## src/rtl/ttdt_pkg.sv

```systemverilog
// shared types and constants for the tick deadline tracker
package ttdt_pkg;

   localparam int CNT_WIDTH = 64;
   localparam int PER_WIDTH = 32;
   localparam int IDLE_WIDTH = 32;
   localparam int TICKS_WIDTH = 32;

   localparam logic [PER_WIDTH-1:0] CPT_RESET = 32'd144000;
   localparam int TICK_COUNT_WIDTH_DEF = 32;

   localparam int DIV_STEPS = 64;
   localparam int MUL_STEPS = 32;

   typedef enum logic [1:0] {
      FN_START = 2'd0,
      FN_TICK  = 2'd1,
      FN_SLEEP = 2'd2,
      FN_WAKE  = 2'd3
   } func_type;

   typedef enum logic [2:0] {
      ST_IDLE,
      ST_DIV,
      ST_DIVRES,
      ST_STEP,
      ST_MUL,
      ST_ADD,
      ST_DONE
   } state_type;

   typedef struct packed {
      logic start;
      logic mul;
   } arith_cmd_type;

   typedef struct packed {
      logic busy;
      logic done;
   } arith_sts_type;

endpackage

```

## src/rtl/ttdt_arith.sv

```systemverilog
// shared shift-add multiplier and restoring divider, one step per cycle
module ttdt_arith
   import ttdt_pkg::*;
(
   input  logic                  clock,
   input  logic                  reset,
   input  arith_cmd_type         cmd,
   input  logic [CNT_WIDTH-1:0]  op_a,
   input  logic [PER_WIDTH-1:0]  op_b,
   output arith_sts_type         sts,
   output logic [CNT_WIDTH-1:0]  quo,
   output logic [PER_WIDTH-1:0]  rem,
   output logic [CNT_WIDTH-1:0]  prod
);

   localparam int STEP_W = $clog2(DIV_STEPS);

   logic                  busy_ff, busy_in;
   logic                  done_ff, done_in;
   logic                  mul_ff, mul_in;
   logic [STEP_W-1:0]     cnt_ff, cnt_in;
   logic [PER_WIDTH:0]    acc_ff, acc_in;
   logic [CNT_WIDTH-1:0]  sh_ff, sh_in;
   logic [PER_WIDTH-1:0]  b_ff, b_in;

   logic [PER_WIDTH:0]    trial;
   logic [PER_WIDTH:0]    add_a;
   logic [PER_WIDTH:0]    add_b;
   logic                  cin;
   logic [PER_WIDTH+1:0]  sum;
   logic                  no_borrow;

   // one adder serves both operations
   always_comb begin
      trial = {acc_ff[PER_WIDTH-1:0], sh_ff[CNT_WIDTH-1]};
      if (mul_ff) begin
         add_a = {1'b0, acc_ff[PER_WIDTH-1:0]};
         add_b = sh_ff[0] ? {1'b0, b_ff} : '0;
         cin   = 1'b0;
      end else begin
         add_a = trial;
         add_b = ~{1'b0, b_ff};
         cin   = 1'b1;
      end
      sum = {1'b0, add_a} + {1'b0, add_b} + {{(PER_WIDTH+1){1'b0}}, cin};
      no_borrow = sum[PER_WIDTH+1];
   end

   always_comb begin
      busy_in = busy_ff;
      done_in = 1'b0;
      mul_in  = mul_ff;
      cnt_in  = cnt_ff;
      acc_in  = acc_ff;
      sh_in   = sh_ff;
      b_in    = b_ff;
      if (cmd.start) begin
         busy_in = 1'b1;
         mul_in  = cmd.mul;
         cnt_in  = cmd.mul ? STEP_W'(MUL_STEPS - 1) : STEP_W'(DIV_STEPS - 1);
         acc_in  = '0;
         sh_in   = op_a;
         b_in    = op_b;
      end else if (busy_ff) begin
         if (mul_ff) begin
            acc_in = {1'b0, sum[PER_WIDTH:1]};
            sh_in  = {sh_ff[CNT_WIDTH-1:PER_WIDTH], sum[0], sh_ff[PER_WIDTH-1:1]};
         end else begin
            acc_in = no_borrow ? sum[PER_WIDTH:0] : trial;
            sh_in  = {sh_ff[CNT_WIDTH-2:0], no_borrow};
         end
         cnt_in = cnt_ff - 1'b1;
         if (cnt_ff == '0) begin
            busy_in = 1'b0;
            done_in = 1'b1;
         end
      end
   end

   always_ff @(posedge clock) begin
      if (reset) begin
         busy_ff <= 1'b0;
         done_ff <= 1'b0;
      end else begin
         busy_ff <= busy_in;
         done_ff <= done_in;
      end
      mul_ff <= mul_in;
      cnt_ff <= cnt_in;
      acc_ff <= acc_in;
      sh_ff  <= sh_in;
      b_ff   <= b_in;
   end

   assign sts.busy = busy_ff;
   assign sts.done = done_ff;
   assign quo  = sh_ff;
   assign rem  = acc_ff[PER_WIDTH-1:0];
   assign prod = {acc_ff[PER_WIDTH-1:0], sh_ff[PER_WIDTH-1:0]};

endmodule

```

## src/rtl/tickless_tick_deadline_tracker.sv

```systemverilog
// tick deadline tracker top level: sequencer, deadline state and output register
// start, short sleep or a deadline not reached go straight to the result; sleep begin
// runs a multiply; tick runs a divide; wake runs a divide, then a multiply when clamped
// one word at a time, the next is taken once the result sits in the output register;
// the shared arithmetic unit runs the 64-step divide and the 32-step multiply
// synchronous reset: period 144000, deadline and saved idle zero, no result pending
module tickless_tick_deadline_tracker
   import ttdt_pkg::*;
#(
   parameter int TICK_COUNT_WIDTH = TICK_COUNT_WIDTH_DEF
)
(
   input  logic         clock,
   input  logic         reset,
   input  logic         csr_wr_en,
   input  logic [31:0]  csr_wr_data,
   input  logic         req_tvalid,
   output logic         req_tready,
   input  logic [103:0] req_tdata,   // func, counter_now, idle_ticks
   output logic         rsp_tvalid,
   input  logic         rsp_tready,
   output logic [95:0]  rsp_tdata    // compare_value, ticks_elapsed
);

   localparam logic [CNT_WIDTH-1:0] TICK_LIM = (64'd1 << TICK_COUNT_WIDTH) - 64'd1;

   state_type              state_ff, state_in;
   logic [PER_WIDTH-1:0]   cpt_ff, cpt_in;
   logic [CNT_WIDTH-1:0]   dl_ff, dl_in;
   logic [IDLE_WIDTH-1:0]  saved_ff, saved_in;
   logic [PER_WIDTH-1:0]   per_ff, per_in;
   func_type               func_ff, func_in;
   logic [CNT_WIDTH-1:0]   now_ff, now_in;
   logic [CNT_WIDTH-1:0]   n_ff, n_in;
   logic [CNT_WIDTH-1:0]   base_ff, base_in;
   logic [CNT_WIDTH-1:0]   cmp_ff, cmp_in;
   logic                   rsp_valid_ff, rsp_valid_in;
   logic [CNT_WIDTH-1:0]   rsp_cmp_ff, rsp_cmp_in;
   logic [TICKS_WIDTH-1:0] rsp_ticks_ff, rsp_ticks_in;

   func_type               req_func;
   logic [CNT_WIDTH-1:0]   req_now;
   logic [IDLE_WIDTH-1:0]  req_idle;
   logic                   req_acc;
   logic [PER_WIDTH-1:0]   per_cur;
   logic [CNT_WIDTH-1:0]   diff;
   logic                   reached;
   logic [CNT_WIDTH-1:0]   q_inc;
   logic [CNT_WIDTH-1:0]   n_sat;
   logic                   out_free;

   arith_cmd_type          a_cmd;
   arith_sts_type          a_sts;
   logic [CNT_WIDTH-1:0]   a_op_a;
   logic [PER_WIDTH-1:0]   a_op_b;
   logic [CNT_WIDTH-1:0]   a_quo;
   logic [PER_WIDTH-1:0]   a_rem;
   logic [CNT_WIDTH-1:0]   a_prod;

   ttdt_arith u_arith (
      .clock (clock),
      .reset (reset),
      .cmd   (a_cmd),
      .op_a  (a_op_a),
      .op_b  (a_op_b),
      .sts   (a_sts),
      .quo   (a_quo),
      .rem   (a_rem),
      .prod  (a_prod)
   );

   assign req_func = func_type'(req_tdata[1:0]);
   assign req_now  = req_tdata[65:2];
   assign req_idle = req_tdata[97:66];
   assign req_acc  = req_tvalid && req_tready;
   assign per_cur  = (cpt_ff == '0) ? PER_WIDTH'(1) : cpt_ff;
   assign diff     = req_now - dl_ff;
   assign reached  = req_now >= dl_ff;
   assign q_inc    = (&a_quo) ? a_quo : a_quo + 64'd1;
   assign n_sat    = (n_ff > TICK_LIM) ? TICK_LIM : n_ff;
   assign out_free = !rsp_valid_ff || rsp_tready;

   // next state
   always_comb begin
      state_in = state_ff;
      unique case (state_ff)
         ST_IDLE: begin
            if (req_acc) begin
               unique case (req_func)
                  FN_START: state_in = ST_DONE;
                  FN_TICK, FN_WAKE: state_in = reached ? ST_DIV : ST_DONE;
                  FN_SLEEP: state_in = (req_idle > 32'd1) ? ST_MUL : ST_DONE;
                  default: state_in = ST_DONE;
               endcase
            end
         end
         ST_DIV: begin
            if (a_sts.done) begin
               state_in = ST_DIVRES;
            end
         end
         ST_DIVRES: begin
            if (func_ff == FN_WAKE && a_quo >= {32'd0, saved_ff}) begin
               state_in = ST_MUL;
            end else begin
               state_in = ST_STEP;
            end
         end
         ST_STEP: state_in = ST_DONE;
         ST_MUL: begin
            if (a_sts.done) begin
               state_in = ST_ADD;
            end
         end
         ST_ADD: state_in = ST_DONE;
         ST_DONE: begin
            if (out_free) begin
               state_in = ST_IDLE;
            end
         end
         default: state_in = ST_IDLE;
      endcase
   end

   // datapath and unit control
   always_comb begin
      req_tready   = (state_ff == ST_IDLE);
      cpt_in       = csr_wr_en ? csr_wr_data : cpt_ff;
      dl_in        = dl_ff;
      saved_in     = saved_ff;
      per_in       = per_ff;
      func_in      = func_ff;
      now_in       = now_ff;
      n_in         = n_ff;
      base_in      = base_ff;
      cmp_in       = cmp_ff;
      rsp_cmp_in   = rsp_cmp_ff;
      rsp_ticks_in = rsp_ticks_ff;
      rsp_valid_in = rsp_valid_ff && !rsp_tready;
      a_cmd.start  = 1'b0;
      a_cmd.mul    = 1'b0;
      a_op_a       = diff;
      a_op_b       = per_cur;
      unique case (state_ff)
         ST_IDLE: begin
            if (req_acc) begin
               per_in  = per_cur;
               func_in = req_func;
               now_in  = req_now;
               n_in    = '0;
               cmp_in  = dl_ff;
               unique case (req_func)
                  FN_START: begin
                     dl_in  = req_now + {32'd0, per_cur};
                     cmp_in = req_now + {32'd0, per_cur};
                  end
                  FN_TICK, FN_WAKE: begin
                     a_cmd.start = reached;
                  end
                  FN_SLEEP: begin
                     saved_in    = req_idle;
                     a_cmd.start = req_idle > 32'd1;
                     a_cmd.mul   = 1'b1;
                     a_op_a      = {32'd0, req_idle - 32'd1};
                  end
                  default: ;
               endcase
            end
         end
         ST_DIVRES: begin
            base_in = now_ff - {32'd0, a_rem};
            if (func_ff == FN_WAKE && a_quo >= {32'd0, saved_ff}) begin
               n_in        = {32'd0, saved_ff};
               a_cmd.start = 1'b1;
               a_cmd.mul   = 1'b1;
               a_op_a      = {32'd0, saved_ff};
               a_op_b      = per_ff;
            end else begin
               n_in = q_inc;
            end
         end
         ST_STEP: begin
            dl_in  = base_ff + {32'd0, per_ff};
            cmp_in = base_ff + {32'd0, per_ff};
         end
         ST_ADD: begin
            cmp_in = dl_ff + a_prod;
            if (func_ff == FN_WAKE) begin
               dl_in = dl_ff + a_prod;
            end
         end
         ST_DONE: begin
            if (out_free) begin
               rsp_valid_in = 1'b1;
               rsp_cmp_in   = cmp_ff;
               rsp_ticks_in = n_sat[TICKS_WIDTH-1:0];
            end
         end
         default: ;
      endcase
   end

   always_ff @(posedge clock) begin
      if (reset) begin
         state_ff     <= ST_IDLE;
         cpt_ff       <= CPT_RESET;
         dl_ff        <= '0;
         saved_ff     <= '0;
         rsp_valid_ff <= 1'b0;
      end else begin
         state_ff     <= state_in;
         cpt_ff       <= cpt_in;
         dl_ff        <= dl_in;
         saved_ff     <= saved_in;
         rsp_valid_ff <= rsp_valid_in;
      end
      per_ff       <= per_in;
      func_ff      <= func_in;
      now_ff       <= now_in;
      n_ff         <= n_in;
      base_ff      <= base_in;
      cmp_ff       <= cmp_in;
      rsp_cmp_ff   <= rsp_cmp_in;
      rsp_ticks_ff <= rsp_ticks_in;
   end

   assign rsp_tvalid = rsp_valid_ff;
   assign rsp_tdata  = {rsp_ticks_ff, rsp_cmp_ff};

endmodule

```

## config.mk

```make
export PLATFORM = sky130hd
export DESIGN_NAME = tickless_tick_deadline_tracker
export DESIGN_NICKNAME = d
export VERILOG_FILES = /design/src/rtl/ttdt_pkg.sv /design/src/rtl/ttdt_arith.sv /design/src/rtl/tickless_tick_deadline_tracker.sv
export SDC_FILE = /design/constraint.sdc
export NUM_CORES = 2
export LEC_CHECK = 0
export BUFFER_PORTS_ARGS = -buffer_cell sky130_fd_sc_hd__buf_2
export CORE_MARGIN = 2
export CORE_UTILIZATION = 50
export CTS_CLUSTER_DIAMETER = 100
export DETAILED_ROUTE_END_ITERATION = 10
export MAX_ROUTING_LAYER = met4
export PLACE_DENSITY = 0.76
export SYNTH_ARGS = -nofsm -noshare
export SYNTH_HDL_FRONTEND = slang
export SYNTH_HIERARCHICAL = 1
export SYNTH_SLANG_ARGS = --single-unit
```

## constraint.sdc

```tcl
create_clock -name clock -period 9.56 [get_ports clock]
set_clock_uncertainty 0.15 [all_clocks]
set_input_delay 1.434 -clock clock [delete_from_list [all_inputs] [get_ports clock]]
set_output_delay 1.434 -clock clock [all_outputs]
set_load 0.01 [all_outputs]
```

==> metrics <==
Pre-Repair DR Iteration Count 9; Hold Violations, Final 0; Bufs on Longest Clock Path 3; Max stage delay on crit path 1030 ps; Period Utilization, post-route 66.4%; Antenna Nets Post-Route 0; cells along the critical path buf_2 > inv_1 > ha_1 > inv_1 > fa_1 > a211o_1 > a211oi_1 > o31ai_1 > a221oi_2 > buf_4 > or3_1 > a31oi_1 > o311a_1 > nor2_1 > o21bai_4 > buf_4 > nand2b_1 > nor2_1 > a22oi_1 > o21ai_0; Leak Pwr 19.3 nW; routed vias/inst 6.37; CP startpoint kind input pin; TNS Setup 0 ps; Max H-tree Level 3; PwrDens 333 nW/um^2; fin crit period 6340 ps; Resized Gates After CTS 0; reg2reg end cmp_ff[56]; Root Driver clkbuf_16; routability cong. 1.06; Hold Path Stages 0; Seq pwr share 32.1%; PortBufs 232; Worst Path Buf+Inv 5; CTS tree done; outcome finished, final reports clean; DR iter-0 viols 5232; DPL Wire Length 121 mm; clock power share 17.7%; Worst-Margin Slew 1320 ps; RSZ-0062 raised after global routing no; final core occ 54.7%; Area Growth Syn to Fin 8.89%; Worst Hold Class reg2reg; die height 310 um; Critical-path top delay cell nor2_1; R2R Setup Slk 3450 ps; Worst EP arrival 6760 ps; Pins Over Slew Limit 0; Worst-path clk slew 60 ps; P_sw 7.74 mW; max frequency 158 MHz; Hold Path Origin cmp_ff[43]; vias in the first global route 38337; Initial Utilization 50.2%; layout cells sized above 1 10.4%; cts bufs inserted 75; maximum VDD drop 189 uV; Synth Warn # 6; Remaining DRCs 0; first-pass GRT wire length 234 mm; largest net degree at the start of global routing 81; MaxCap Viol Count 0; Rel. slew slack 11.9%; GRT Overall Usage 33.1%; TritonCTS sink count 655; Int Power 9.23 mW; CTS Hold Bufs 0; row cnt 112; Clk Latency, worst-skew pair 680 ps; Core Region 93000 um^2; Post-CTS Setup Bufs 0; CP endpoint kind flip-flop; Switching Share 45.6%; Cells after Synth 5180; Endpoint, Worst Hold rsp_cmp_ff[43]; WL/cell 24.2 um; total gr overflow 0; critical path type in2reg; setup violators final 0; Critical R2R Launch cpt_ff[31]; initial antenna violation count 23; Netlist Area Pre-Place 46800 um^2; Die X 310 um; WP data required 9980 ps; fin nets 5627; r2r worst-path depth 15; Die ar. 96000 um^2; vias after detailed routing 41564; CP max FO 25; syn avg cell area 9.03 um^2; Routed WL 158 mm; Comb power frac 50.1%; CP top delay family compound AO/OA/AOI/OAI gates; io pins 239; Syn Nets 5619
routing by layer:
layer / track usage [%] / share of wire (%)
met5: - / 0
met4: 18.9 / 6.5
met3: 6.24 / 10
met2: 49.3 / 44
met1: 42.3 / 40
registers in the layout, summed over array words and instances, names as in the netlist, 2 cells and up:
signal,flops
base_ff,64
cmp_ff,64
dl_ff,64
n_ff,64
now_ff,64
rsp_cmp_ff,64
u_arith/quo,64
cpt_ff,32
per_ff,32
rsp_ticks_ff,32
saved_ff,32
u_arith/acc_ff,32
u_arith/b_ff,32
u_arith/cnt_ff,6
state_ff,3
func_ff,2
cell type report:
class                      count  area [um^2]
antenna                       25         62.6
clock buffer                  97         2120
clock inverter                41          415
fill                        8404        42100
inverter                     229          862
multi-input combinational   3954        26400
sequential                   655        18000
tap                         1254         1570
timing repair buffer         273         1470
power groups by stage:
stage,registers [mW],logic [mW],clock network (mW)
6_report,5.45,8.51,3.01
5_1_grt,5.52,9.25,3.13
4_1_cts,5.42,8.31,3.04
3_5_place_dp,5.47,8.24,0
3_3_place_gp,5.45,8.13,0
2_1_floorplan,4.93,6.37,0
placed cells by master, fill, tap and decap left out, types with 127 or more instances in the layout:
cell / instances
a21o_1: 162
a21oi_1: 416
buf_2: 231
dfxtp_1: 166
edfxtp_1: 489
ha_1: 291
inv_1: 226
nand2_1: 511
nand3_1: 127
nor2_1: 372
o21ai_0: 329
xnor2_1: 214
xor2_1: 161
how the worst max path moves through the flow:
stage	depth (start not counted)	to	startpoint
after floorplan	2	rsp_cmp_ff[0]	rsp_tready
after global placement	20	u_arith/acc_ff[17]	req_tdata[2]
after detailed placement	20	u_arith/acc_ff[2]	req_tdata[2]
after CTS	20	u_arith/acc_ff[2]	req_tdata[2]
after global routing	20	u_arith/acc_ff[2]	req_tdata[2]
final	20	u_arith/acc_ff[2]	req_tdata[2]
per-stage QoR:
step	area, um^2	power (mW)	hold WS, ps	setup slack [ps]	std cells
detailed placement	48300	13.7	255	2830	6365
global placement	48300	13.6	251	2910	6365
global route	50900	17.9	261	3010	6519
finish	50900	17.0	257	3220	6528
floorplan	46800	11.3	250	723	5180
CTS	50900	16.8	261	3510	6503
worst reg2reg max path, cell delays in order, from the launching register on:
cell	delay [ps]
dfxtp_1	420
nor4_1	940
nand4_1	170
o21bai_1	530
ha_1	320
fa_1	250
a211oi_1	130
nor4_1	330
o21ai_1	230
a21oi_1	360
o21bai_1	230
and2_1	360
nor4_1	520
xor2_1	190
a221oi_1	560
nand2_1	140
(Power assumes the default switching activity.)
